File: src/rtl/linear_map_table_generator_defines.svh
// Assertion macros shared by the linear map table generator RTL.
// Included by modules that carry concurrent checks; no other dependencies.
`ifndef LINEAR_MAP_TABLE_GENERATOR_DEFINES_SVH
`define LINEAR_MAP_TABLE_GENERATOR_DEFINES_SVH

`ifndef SYNTH
`define LMTG_ASSERT(label, clk, rst_n, prop, msg) \
  label: assert property (@(posedge clk) disable iff (!rst_n) prop) else $error(msg);
`define LMTG_ASSERT_NEVER(label, clk, rst_n, cond, msg) \
  label: assert property (@(posedge clk) disable iff (!rst_n) !(cond)) else $error(msg);
`else
`define LMTG_ASSERT(label, clk, rst_n, prop, msg)
`define LMTG_ASSERT_NEVER(label, clk, rst_n, cond, msg)
`endif

`endif

File: src/rtl/lmtg_pkg.sv
// Types and constants for the linear map table generator.
// No dependencies; used by every module of the block.
package lmtg_pkg;

  localparam int unsigned CfgIdxW = 3;

  localparam logic [CfgIdxW-1:0] CFG_SRC_LOW       = 3'd0;
  localparam logic [CfgIdxW-1:0] CFG_SRC_HIGH      = 3'd1;
  localparam logic [CfgIdxW-1:0] CFG_DST_START     = 3'd2;
  localparam logic [CfgIdxW-1:0] CFG_DST_END       = 3'd3;
  localparam logic [CfgIdxW-1:0] CFG_ROUNDING_MODE = 3'd4;

  localparam int unsigned ErrW = 35;

  typedef enum logic [1:0] {
    PH_FINISHED = 2'b01,
    PH_RUNNING  = 2'b10
  } phase_e;

  typedef struct packed {
    logic [31:0] src_low;
    logic [31:0] src_high;
    logic [31:0] dst_start;
    logic [31:0] dst_end;
    logic        rounding_mode;
  } cfg_t;

  typedef struct packed {
    logic        entry_written;
    logic [31:0] entry_index;
    logic [31:0] entry_value;
    logic        finished;
  } result_t;

endpackage

File: src/rtl/linear_map_table_generator.sv
// Top level of the linear map table generator: config registers, stepping core, result buffer.
// Depends on lmtg_pkg, lmtg_cfg_regs, lmtg_step and lmtg_out_buf.
//
//   channel | direction | handshake                | payload
//   --------+-----------+--------------------------+------------------------------------------
//   input   | in        | in_valid_i / in_stall_o  | restart_i
//   result  | out       | out_valid_o / out_stall_i| entry_written_o, entry_index_o,
//           |           |                          | entry_value_o, finished_o
//   config  | in        | cfg_we_i                 | cfg_idx_i, cfg_wdata_i
//
// One request is taken per cycle while in_stall_o is low; its result is registered in the buffer.
// Each request is one 35-bit error add/subtract plus the index and value counters.
// Asynchronous active-low reset leaves the block finished; ticks then report finished.
// A two-entry result buffer keeps input accepted while a result waits; in_stall_o rises
// only when both entries are occupied.
module linear_map_table_generator (
  input  logic                         clk_i,
  input  logic                         rst_ni,
  input  logic                         cfg_we_i,
  input  logic [lmtg_pkg::CfgIdxW-1:0] cfg_idx_i,
  input  logic [31:0]                  cfg_wdata_i,
  input  logic                         in_valid_i,
  output logic                         in_stall_o,
  input  logic                         restart_i,
  output logic                         out_valid_o,
  input  logic                         out_stall_i,
  output logic                         entry_written_o,
  output logic [31:0]                  entry_index_o,
  output logic [31:0]                  entry_value_o,
  output logic                         finished_o
);

  lmtg_pkg::cfg_t    cfg;
  lmtg_pkg::result_t step_res;
  lmtg_pkg::result_t out_res;
  logic              buf_full;
  logic              accept;

  assign in_stall_o = buf_full;
  assign accept     = in_valid_i && !buf_full;

  lmtg_cfg_regs u_cfg (
    .clk_i       (clk_i),
    .rst_ni      (rst_ni),
    .cfg_we_i    (cfg_we_i),
    .cfg_idx_i   (cfg_idx_i),
    .cfg_wdata_i (cfg_wdata_i),
    .cfg_o       (cfg)
  );

  lmtg_step u_step (
    .clk_i     (clk_i),
    .rst_ni    (rst_ni),
    .accept_i  (accept),
    .restart_i (restart_i),
    .cfg_i     (cfg),
    .res_o     (step_res)
  );

  lmtg_out_buf u_out (
    .clk_i       (clk_i),
    .rst_ni      (rst_ni),
    .push_i      (accept),
    .res_i       (step_res),
    .full_o      (buf_full),
    .out_valid_o (out_valid_o),
    .out_stall_i (out_stall_i),
    .out_o       (out_res)
  );

  assign entry_written_o = out_res.entry_written;
  assign entry_index_o   = out_res.entry_index;
  assign entry_value_o   = out_res.entry_value;
  assign finished_o      = out_res.finished;

endmodule

File: src/rtl/lmtg_cfg_regs.sv
// Configuration register file of the linear map table generator.
// Depends on lmtg_pkg for the register indexes and the cfg_t bundle.
module lmtg_cfg_regs (
  input  logic                         clk_i,
  input  logic                         rst_ni,
  input  logic                         cfg_we_i,
  input  logic [lmtg_pkg::CfgIdxW-1:0] cfg_idx_i,
  input  logic [31:0]                  cfg_wdata_i,
  output lmtg_pkg::cfg_t               cfg_o
);

  lmtg_pkg::cfg_t cfg_q;

  always_ff @(posedge clk_i or negedge rst_ni) begin
    if (!rst_ni) begin
      cfg_q <= '0;
    end else if (cfg_we_i) begin
      unique case (cfg_idx_i)
        lmtg_pkg::CFG_SRC_LOW:       cfg_q.src_low       <= cfg_wdata_i;
        lmtg_pkg::CFG_SRC_HIGH:      cfg_q.src_high      <= cfg_wdata_i;
        lmtg_pkg::CFG_DST_START:     cfg_q.dst_start     <= cfg_wdata_i;
        lmtg_pkg::CFG_DST_END:       cfg_q.dst_end       <= cfg_wdata_i;
        lmtg_pkg::CFG_ROUNDING_MODE: cfg_q.rounding_mode <= cfg_wdata_i[0];
        default: ;
      endcase
    end
  end

  assign cfg_o = cfg_q;

endmodule

File: src/rtl/lmtg_step.sv
// Error-accumulator stepping core: holds the run state and forms one result per request.
// Depends on lmtg_pkg for the phase encoding and the cfg_t and result_t bundles.
module lmtg_step (
  input  logic              clk_i,
  input  logic              rst_ni,
  input  logic              accept_i,
  input  logic              restart_i,
  input  lmtg_pkg::cfg_t    cfg_i,
  output lmtg_pkg::result_t res_o
);

  localparam int unsigned ErrW = lmtg_pkg::ErrW;

  lmtg_pkg::phase_e      phase_q, phase_d;
  logic                  wide_q, wide_d;
  logic                  desc_q, desc_d;
  logic [31:0]           idx_q, idx_d;
  logic [31:0]           cur_q, cur_d;
  logic [31:0]           end_q, end_d;
  logic [31:0]           span_q, span_d;
  logic signed [ErrW-1:0] err_q, err_d;
  // Amount taken off the error each tick, and the net change when the error
  // crosses zero (subtract and correction folded into one add).
  logic signed [ErrW-1:0] sub_q, sub_d;
  logic signed [ErrW-1:0] adj_q, adj_d;

  // Restart set-up from the configuration registers.
  logic [31:0]      s_span;
  logic             s_desc;
  logic [31:0]      s_dist;
  logic             s_wide;
  logic [32:0]      s_dspan;
  logic [ErrW-1:0]  s_two_s;
  logic [ErrW-1:0]  s_two_d;
  logic [ErrW-1:0]  s_err0;

  assign s_span  = cfg_i.src_high - cfg_i.src_low;
  assign s_desc  = cfg_i.dst_start > cfg_i.dst_end;
  assign s_dist  = s_desc ? (cfg_i.dst_start - cfg_i.dst_end)
                          : (cfg_i.dst_end - cfg_i.dst_start);
  assign s_wide  = s_span >= s_dist;
  assign s_dspan = {1'b0, s_dist} + {32'd0, cfg_i.rounding_mode & s_wide};
  assign s_two_s = {2'b00, s_span, 1'b0};
  assign s_two_d = {1'b0, s_dspan, 1'b0};
  assign s_err0  = cfg_i.rounding_mode ? s_two_s : {3'b000, s_span};

  // Per-tick arithmetic.
  logic signed [ErrW-1:0] err_sub;
  logic signed [ErrW-1:0] err_adj;
  logic [31:0]            cur_step;

  assign err_sub  = err_q - sub_q;
  assign err_adj  = err_q + adj_q;
  assign cur_step = desc_q ? (cur_q - 32'd1) : (cur_q + 32'd1);

  always_comb begin
    phase_d = phase_q;
    wide_d  = wide_q;
    desc_d  = desc_q;
    idx_d   = idx_q;
    cur_d   = cur_q;
    end_d   = end_q;
    span_d  = span_q;
    err_d   = err_q;
    sub_d   = sub_q;
    adj_d   = adj_q;
    res_o   = '0;
    priority if (restart_i) begin
      phase_d = lmtg_pkg::PH_RUNNING;
      wide_d  = s_wide;
      desc_d  = s_desc;
      idx_d   = '0;
      cur_d   = cfg_i.dst_start;
      end_d   = cfg_i.dst_end;
      span_d  = s_span;
      if (s_wide) begin
        err_d = s_err0;
        sub_d = s_two_d;
        adj_d = s_two_s - s_two_d;
      end else begin
        err_d = '0;
        sub_d = s_two_s;
        adj_d = s_two_d - s_two_s;
      end
    end else if (phase_q != lmtg_pkg::PH_RUNNING) begin
      res_o.finished = 1'b1;
    end else if (wide_q) begin
      // One entry per tick; the value steps when the error goes negative.
      res_o.entry_written = 1'b1;
      res_o.entry_index   = idx_q;
      res_o.entry_value   = cur_q;
      if (err_sub[ErrW-1]) begin
        err_d = err_adj;
        cur_d = cur_step;
      end else begin
        err_d = err_sub;
      end
      if (idx_q == span_q) begin
        phase_d        = lmtg_pkg::PH_FINISHED;
        res_o.finished = 1'b1;
      end else begin
        idx_d = idx_q + 32'd1;
      end
    end else begin
      // One destination value per tick; written when the error reaches zero or below.
      if (err_sub[ErrW-1] || (err_sub == '0)) begin
        err_d               = err_adj;
        res_o.entry_written = 1'b1;
        res_o.entry_index   = idx_q;
        res_o.entry_value   = cur_q;
        idx_d               = idx_q + 32'd1;
      end else begin
        err_d = err_sub;
      end
      if (cur_q == end_q) begin
        phase_d        = lmtg_pkg::PH_FINISHED;
        res_o.finished = 1'b1;
      end else begin
        cur_d = cur_step;
      end
    end
  end

  always_ff @(posedge clk_i or negedge rst_ni) begin
    if (!rst_ni) begin
      phase_q <= lmtg_pkg::PH_FINISHED;
      wide_q  <= 1'b0;
      desc_q  <= 1'b0;
      idx_q   <= '0;
      cur_q   <= '0;
      end_q   <= '0;
      span_q  <= '0;
      err_q   <= '0;
      sub_q   <= '0;
      adj_q   <= '0;
    end else if (accept_i) begin
      phase_q <= phase_d;
      wide_q  <= wide_d;
      desc_q  <= desc_d;
      idx_q   <= idx_d;
      cur_q   <= cur_d;
      end_q   <= end_d;
      span_q  <= span_d;
      err_q   <= err_d;
      sub_q   <= sub_d;
      adj_q   <= adj_d;
    end
  end

endmodule

File: src/rtl/lmtg_out_buf.sv
// Two-entry result buffer (output register plus skid register) on the result channel.
// Depends on lmtg_pkg for result_t and on the assertion macro header.
`include "linear_map_table_generator_defines.svh"

module lmtg_out_buf (
  input  logic              clk_i,
  input  logic              rst_ni,
  input  logic              push_i,
  input  lmtg_pkg::result_t res_i,
  output logic              full_o,
  output logic              out_valid_o,
  input  logic              out_stall_i,
  output lmtg_pkg::result_t out_o
);

  logic              out_valid_q;
  logic              skid_valid_q;
  lmtg_pkg::result_t out_q;
  lmtg_pkg::result_t skid_q;
  logic              pop;

  assign pop = out_valid_q && !out_stall_i;

  always_ff @(posedge clk_i or negedge rst_ni) begin
    if (!rst_ni) begin
      out_valid_q  <= 1'b0;
      skid_valid_q <= 1'b0;
    end else if (pop) begin
      if (skid_valid_q) begin
        skid_valid_q <= push_i;
      end else begin
        out_valid_q <= push_i;
      end
    end else if (push_i) begin
      if (out_valid_q) begin
        skid_valid_q <= 1'b1;
      end else begin
        out_valid_q <= 1'b1;
      end
    end
  end

  always_ff @(posedge clk_i) begin
    if (pop) begin
      if (skid_valid_q) begin
        out_q <= skid_q;
        if (push_i) begin
          skid_q <= res_i;
        end
      end else if (push_i) begin
        out_q <= res_i;
      end
    end else if (push_i) begin
      if (out_valid_q) begin
        skid_q <= res_i;
      end else begin
        out_q <= res_i;
      end
    end
  end

  assign full_o      = skid_valid_q;
  assign out_valid_o = out_valid_q;
  assign out_o       = out_q;

  `LMTG_ASSERT_NEVER(a_skid_implies_out, clk_i, rst_ni, skid_valid_q && !out_valid_q, "skid entry held while output register is empty")
  `LMTG_ASSERT_NEVER(a_no_push_when_full, clk_i, rst_ni, push_i && skid_valid_q, "request pushed into a full result buffer")
  `LMTG_ASSERT(a_skid_refills_out, clk_i, rst_ni, (pop && skid_valid_q) |=> out_valid_q, "skid entry lost on drain")
  `LMTG_ASSERT(a_push_fills_out, clk_i, rst_ni, (push_i && !out_valid_q) |=> out_valid_q, "pushed result not presented")

endmodule
File: config.mk
export PLATFORM = sky130hd
export DESIGN_NAME = linear_map_table_generator
export DESIGN_NICKNAME = d
export VERILOG_FILES = /design/src/rtl/lmtg_pkg.sv /design/src/rtl/linear_map_table_generator.sv /design/src/rtl/lmtg_cfg_regs.sv /design/src/rtl/lmtg_step.sv /design/src/rtl/lmtg_out_buf.sv
export VERILOG_INCLUDE_DIRS = /design/src /design/src/rtl
export SDC_FILE = /design/constraint.sdc
export NUM_CORES = 1
export LEC_CHECK = 0
export ABC_AREA = 1
export ABC_CLOCK_PERIOD_IN_PS = 21100
export BUFFER_PORTS_ARGS = -buffer_cell sky130_fd_sc_hd__buf_2
export CELL_PAD_IN_SITES_DETAIL_PLACEMENT = 2
export CELL_PAD_IN_SITES_GLOBAL_PLACEMENT = 2
export CORE_ASPECT_RATIO = 1.1
export CORE_MARGIN = 2
export CORE_UTILIZATION = 40
export CTS_BUF_LIST = sky130_fd_sc_hd__clkbuf_16
export DETAILED_ROUTE_END_ITERATION = 10
export HOLD_SLACK_MARGIN = 0.08
export PLACE_DENSITY_LB_ADDON = 0.1
export SYNTH_ARGS = -nofsm -noshare
export SYNTH_HDL_FRONTEND = slang
export SYNTH_SLANG_ARGS = --single-unit
File: constraint.sdc
create_clock -name clk_i -period 21.1 [get_ports clk_i]
set_input_delay 0 -clock clk_i [delete_from_list [all_inputs] [get_ports clk_i]]
set_output_delay 0 -clock clk_i [all_outputs]
set_load 0.1 [all_outputs]
==> flow_summary_export.csv <==
group,metric,value,unit
setup_path,cp_num_buf_inv,10,
clock_network,cts.sinks,497,
logic_synthesis,syn_inst,5224,
logic_synthesis,synth.distinct_cells,63,
grt,antenna_found_initial,7,
logic_synthesis,yosys.area.top_type,"dfrtp_1",
logic_synthesis,synth-seq-cells,497,
timing,rsz0062_at_grt,"no",
logic_synthesis,syn_nets,5554,
placement,gp_congestion,0.968,
clock_network,cts_tree,"built",
logic_synthesis,synthArstFlopShare,73.4,%
clock_network,path_clk_slew,0.06,ns
floorplan,core_area,93800,sq um
timing,setup-tns-final,0,ns
layout,area_growth,10.9,%
setup_path,arrival,10.47,ns
logic_synthesis,yosysMostFrequentCell,"nand2_1",
placement,dp_hpwl,133000,um
setup_path,path_class,"reg2reg",
job,cap_violations,0,
setup_path,required,21.67,ns
setup_path,crit_fanout,45,
setup_path,start_kind,"register",
route,drt_iter0_drc,2110,
clock_network,clk_latency,0.71,ns
run_status,status,"finished, final reports clean",
timing,skew,0.0472,ns
route,drt_pass1_iterations,7,
route,vias,37800,
floorplan,die_height,326,um
layout,drive_gt1_share,6.28,%
layout,final_nets,5654,
logic_synthesis,netlist_area,37700,sq um
timing,maxSlewViolCount,0,
floorplan,rows,118,
logic_synthesis,synth_area_per_cell,7.22,sq um
setup_path,cpMaxStageDelayCell,"xnor2_1",
placement,port_buffers,108,
logic_synthesis,synthFlopType,"dfrtp_1",
route,drt.antenna.violating_nets,0,
clock_network,cts_resized,0,
route,drt_wl_total,173000,um
timing,tightest_slew,1.30,ns
setup_path,cpLargestDelayFamily,"simple AND/OR/NAND/NOR gates",
timing,finalSetupViolations,0,
clock_network,cts_max_level,2,
grt,grt.overflow.total,0,
logic_synthesis,synth_area_leaders,"dfrtp_1, nand2_1, edfxtp_1, ha_1, inv_1",
grt,grt_max_degree,162,
route,wl_per_cell,26.1,um
route,post-route-drc-count,0,
clock_network,cts_max_path_buffers,3,
floorplan,initial_core_util,40.2,%
timing,period_share,46.9,%
clock_network,root_buffer,"clkbuf_16",
grt,grt_pass1_wl,262000,um
logic_synthesis,synth-edff-count,132,
timing,max_slew_margin,12.9,%
setup_path,critical-path-max-stage-delay,0.95,ns
setup_path,critPathMostFrequentCell,"nand2_1",
floorplan,dieArea,96800,sq um
grt,grt_pass1_vias,41400,
timing,final.min_clock_period,9.90,ns
setup_path,end_kind,"register",
route,viasPerCell,5.69,
logic_synthesis,synthTopCellsByCount,"nand2_1, inv_1, o21ai_0",
grt,groute.usage.overall,35.5,%
logic_synthesis,yosys_warnings,0,
timing,hold_viol,0,
timing,max_freq,101,MHz
clock_network,numCtsBuffers,59,
logic_synthesis,yosys.area.top_type_share,24.1,%
floorplan,ios,109,
floorplan,dieWidth,297,um
logic_synthesis,yosysSeqAreaShare,34.7,%
min_path,min-delay-path-class,"in2reg",
per-stage QoR:
step	std cells	utilization, %	worst slack, ns	area [sq um]	hold WS [ns]
floorplan	5224	-	14.13	37700	-0.296
global placement	6479	42.2	11.64	39500	0.0994
detailed placement	6479	42.2	11.41	39500	0.0923
CTS	6630	44.6	11.36	41800	0.237
global route	6630	44.6	10.49	41800	0.295
finish	6633	44.6	11.20	41800	0.268
final timing paths:
kind / start / end / slack (ns) / cells past startpoint
min in group asynchronous: rst_ni / u_step.idx_q[26] / 0.58 / 4
worst max register to register: u_cfg.cfg_o[65] / u_step.adj_q[23] / 11.20 / 49
worst min register to register: u_cfg.cfg_o[121] / u_cfg.cfg_o[121] / 0.49 / 2
worst max-delay path: u_cfg.cfg_o[65] / u_step.adj_q[23] / 11.20 / 49
worst min-delay path: cfg_wdata_i[27] / u_cfg.cfg_o[28] / 0.27 / 4
max in group asynchronous: rst_ni / u_cfg.cfg_o[88] / 18.79 / 5
state kept, by name, summed over array words and instances, names as in the netlist:
| name | flops |
|---|---|
| u_step.sub_q | 33 |
| u_step.wide_q | 1 |
| u_step.cur_q | 32 |
| u_step.idx_q | 32 |
| u_out.skid_q | 66 |
| u_out.full_o | 1 |
| u_step.end_q | 32 |
| u_step.adj_q | 34 |
| u_step.phase_q | 2 |
| u_cfg.cfg_o | 129 |
| u_step.desc_q | 1 |
| u_step.err_q | 35 |
| u_out.out_valid_o | 1 |
| u_step.span_q | 32 |
| u_out.out_o | 66 |
what timing repair did:
action / 4_1_cts / 5_1_grt
setup endpoints to repair: 0 / 0
buffers inserted: 0 / 0
hold buffers: 44 / 0
hold endpoints to repair: 261 / 0
worst reg2reg max path, delay by kind of cell (launching register included):
kind | cells | cell delay (ns)
simple gates | 25 | 3.41
fa+ha+maj | 6 | 1.71
compound gates | 6 | 1.51
buf+inv | 10 | 1.47
xor+xnor | 2 | 1.35
flops | 1 | 0.38
cells in the final DEF (no fill, tap or decap), drive strengths merged, types with 60 or more instances in the layout:
| cell | n |
|---|---|
| ha | 281 |
| xor2 | 172 |
| dfrtp | 364 |
| nor2 | 332 |
| nand2 | 1546 |
| a21oi | 296 |
| xnor2 | 68 |
| inv | 756 |
| buf | 145 |
| nand3 | 240 |
| o221ai | 60 |
| o21ai | 488 |
| edfxtp | 132 |
metal layers:
| metal | GRT usage, % | wire length [um] | vias up |
|---|---|---|---|
| met2 | 62.1 | 84400 | 845 |
| met5 | 0 | 27 | - |
| met4 | 15.4 | 8620 | 4 |
| met1 | 44.2 | 73800 | 19300 |
| li1 | - | - | 17300 |
| met3 | 3.87 | 6640 | 314 |
area by class of cell:
class | instances | area (sq um)
timing repair buffer | 188 | 1290
fill | 11100 | 51900
multi-input combinational | 3839 | 21300
tap | 1260 | 1580
antenna | 3 | 7.51
clock buffer | 59 | 1480
sequential | 497 | 13100
inverter | 739 | 2780
clock inverter | 48 | 365
cells by family after synthesis:
group | count (synthesis) | synth area share, %
simple gates | 2269 | 25.1
fa+ha+maj | 289 | 9.74
flops | 497 | 34.7
buf+inv | 888 | 9.14
xor+xnor | 240 | 5.57
compound gates | 1041 | 15.8
Power is left out: the tool's default activity adds up to more than one toggle a clock period on the data nets, which glitch-free logic cannot reach.
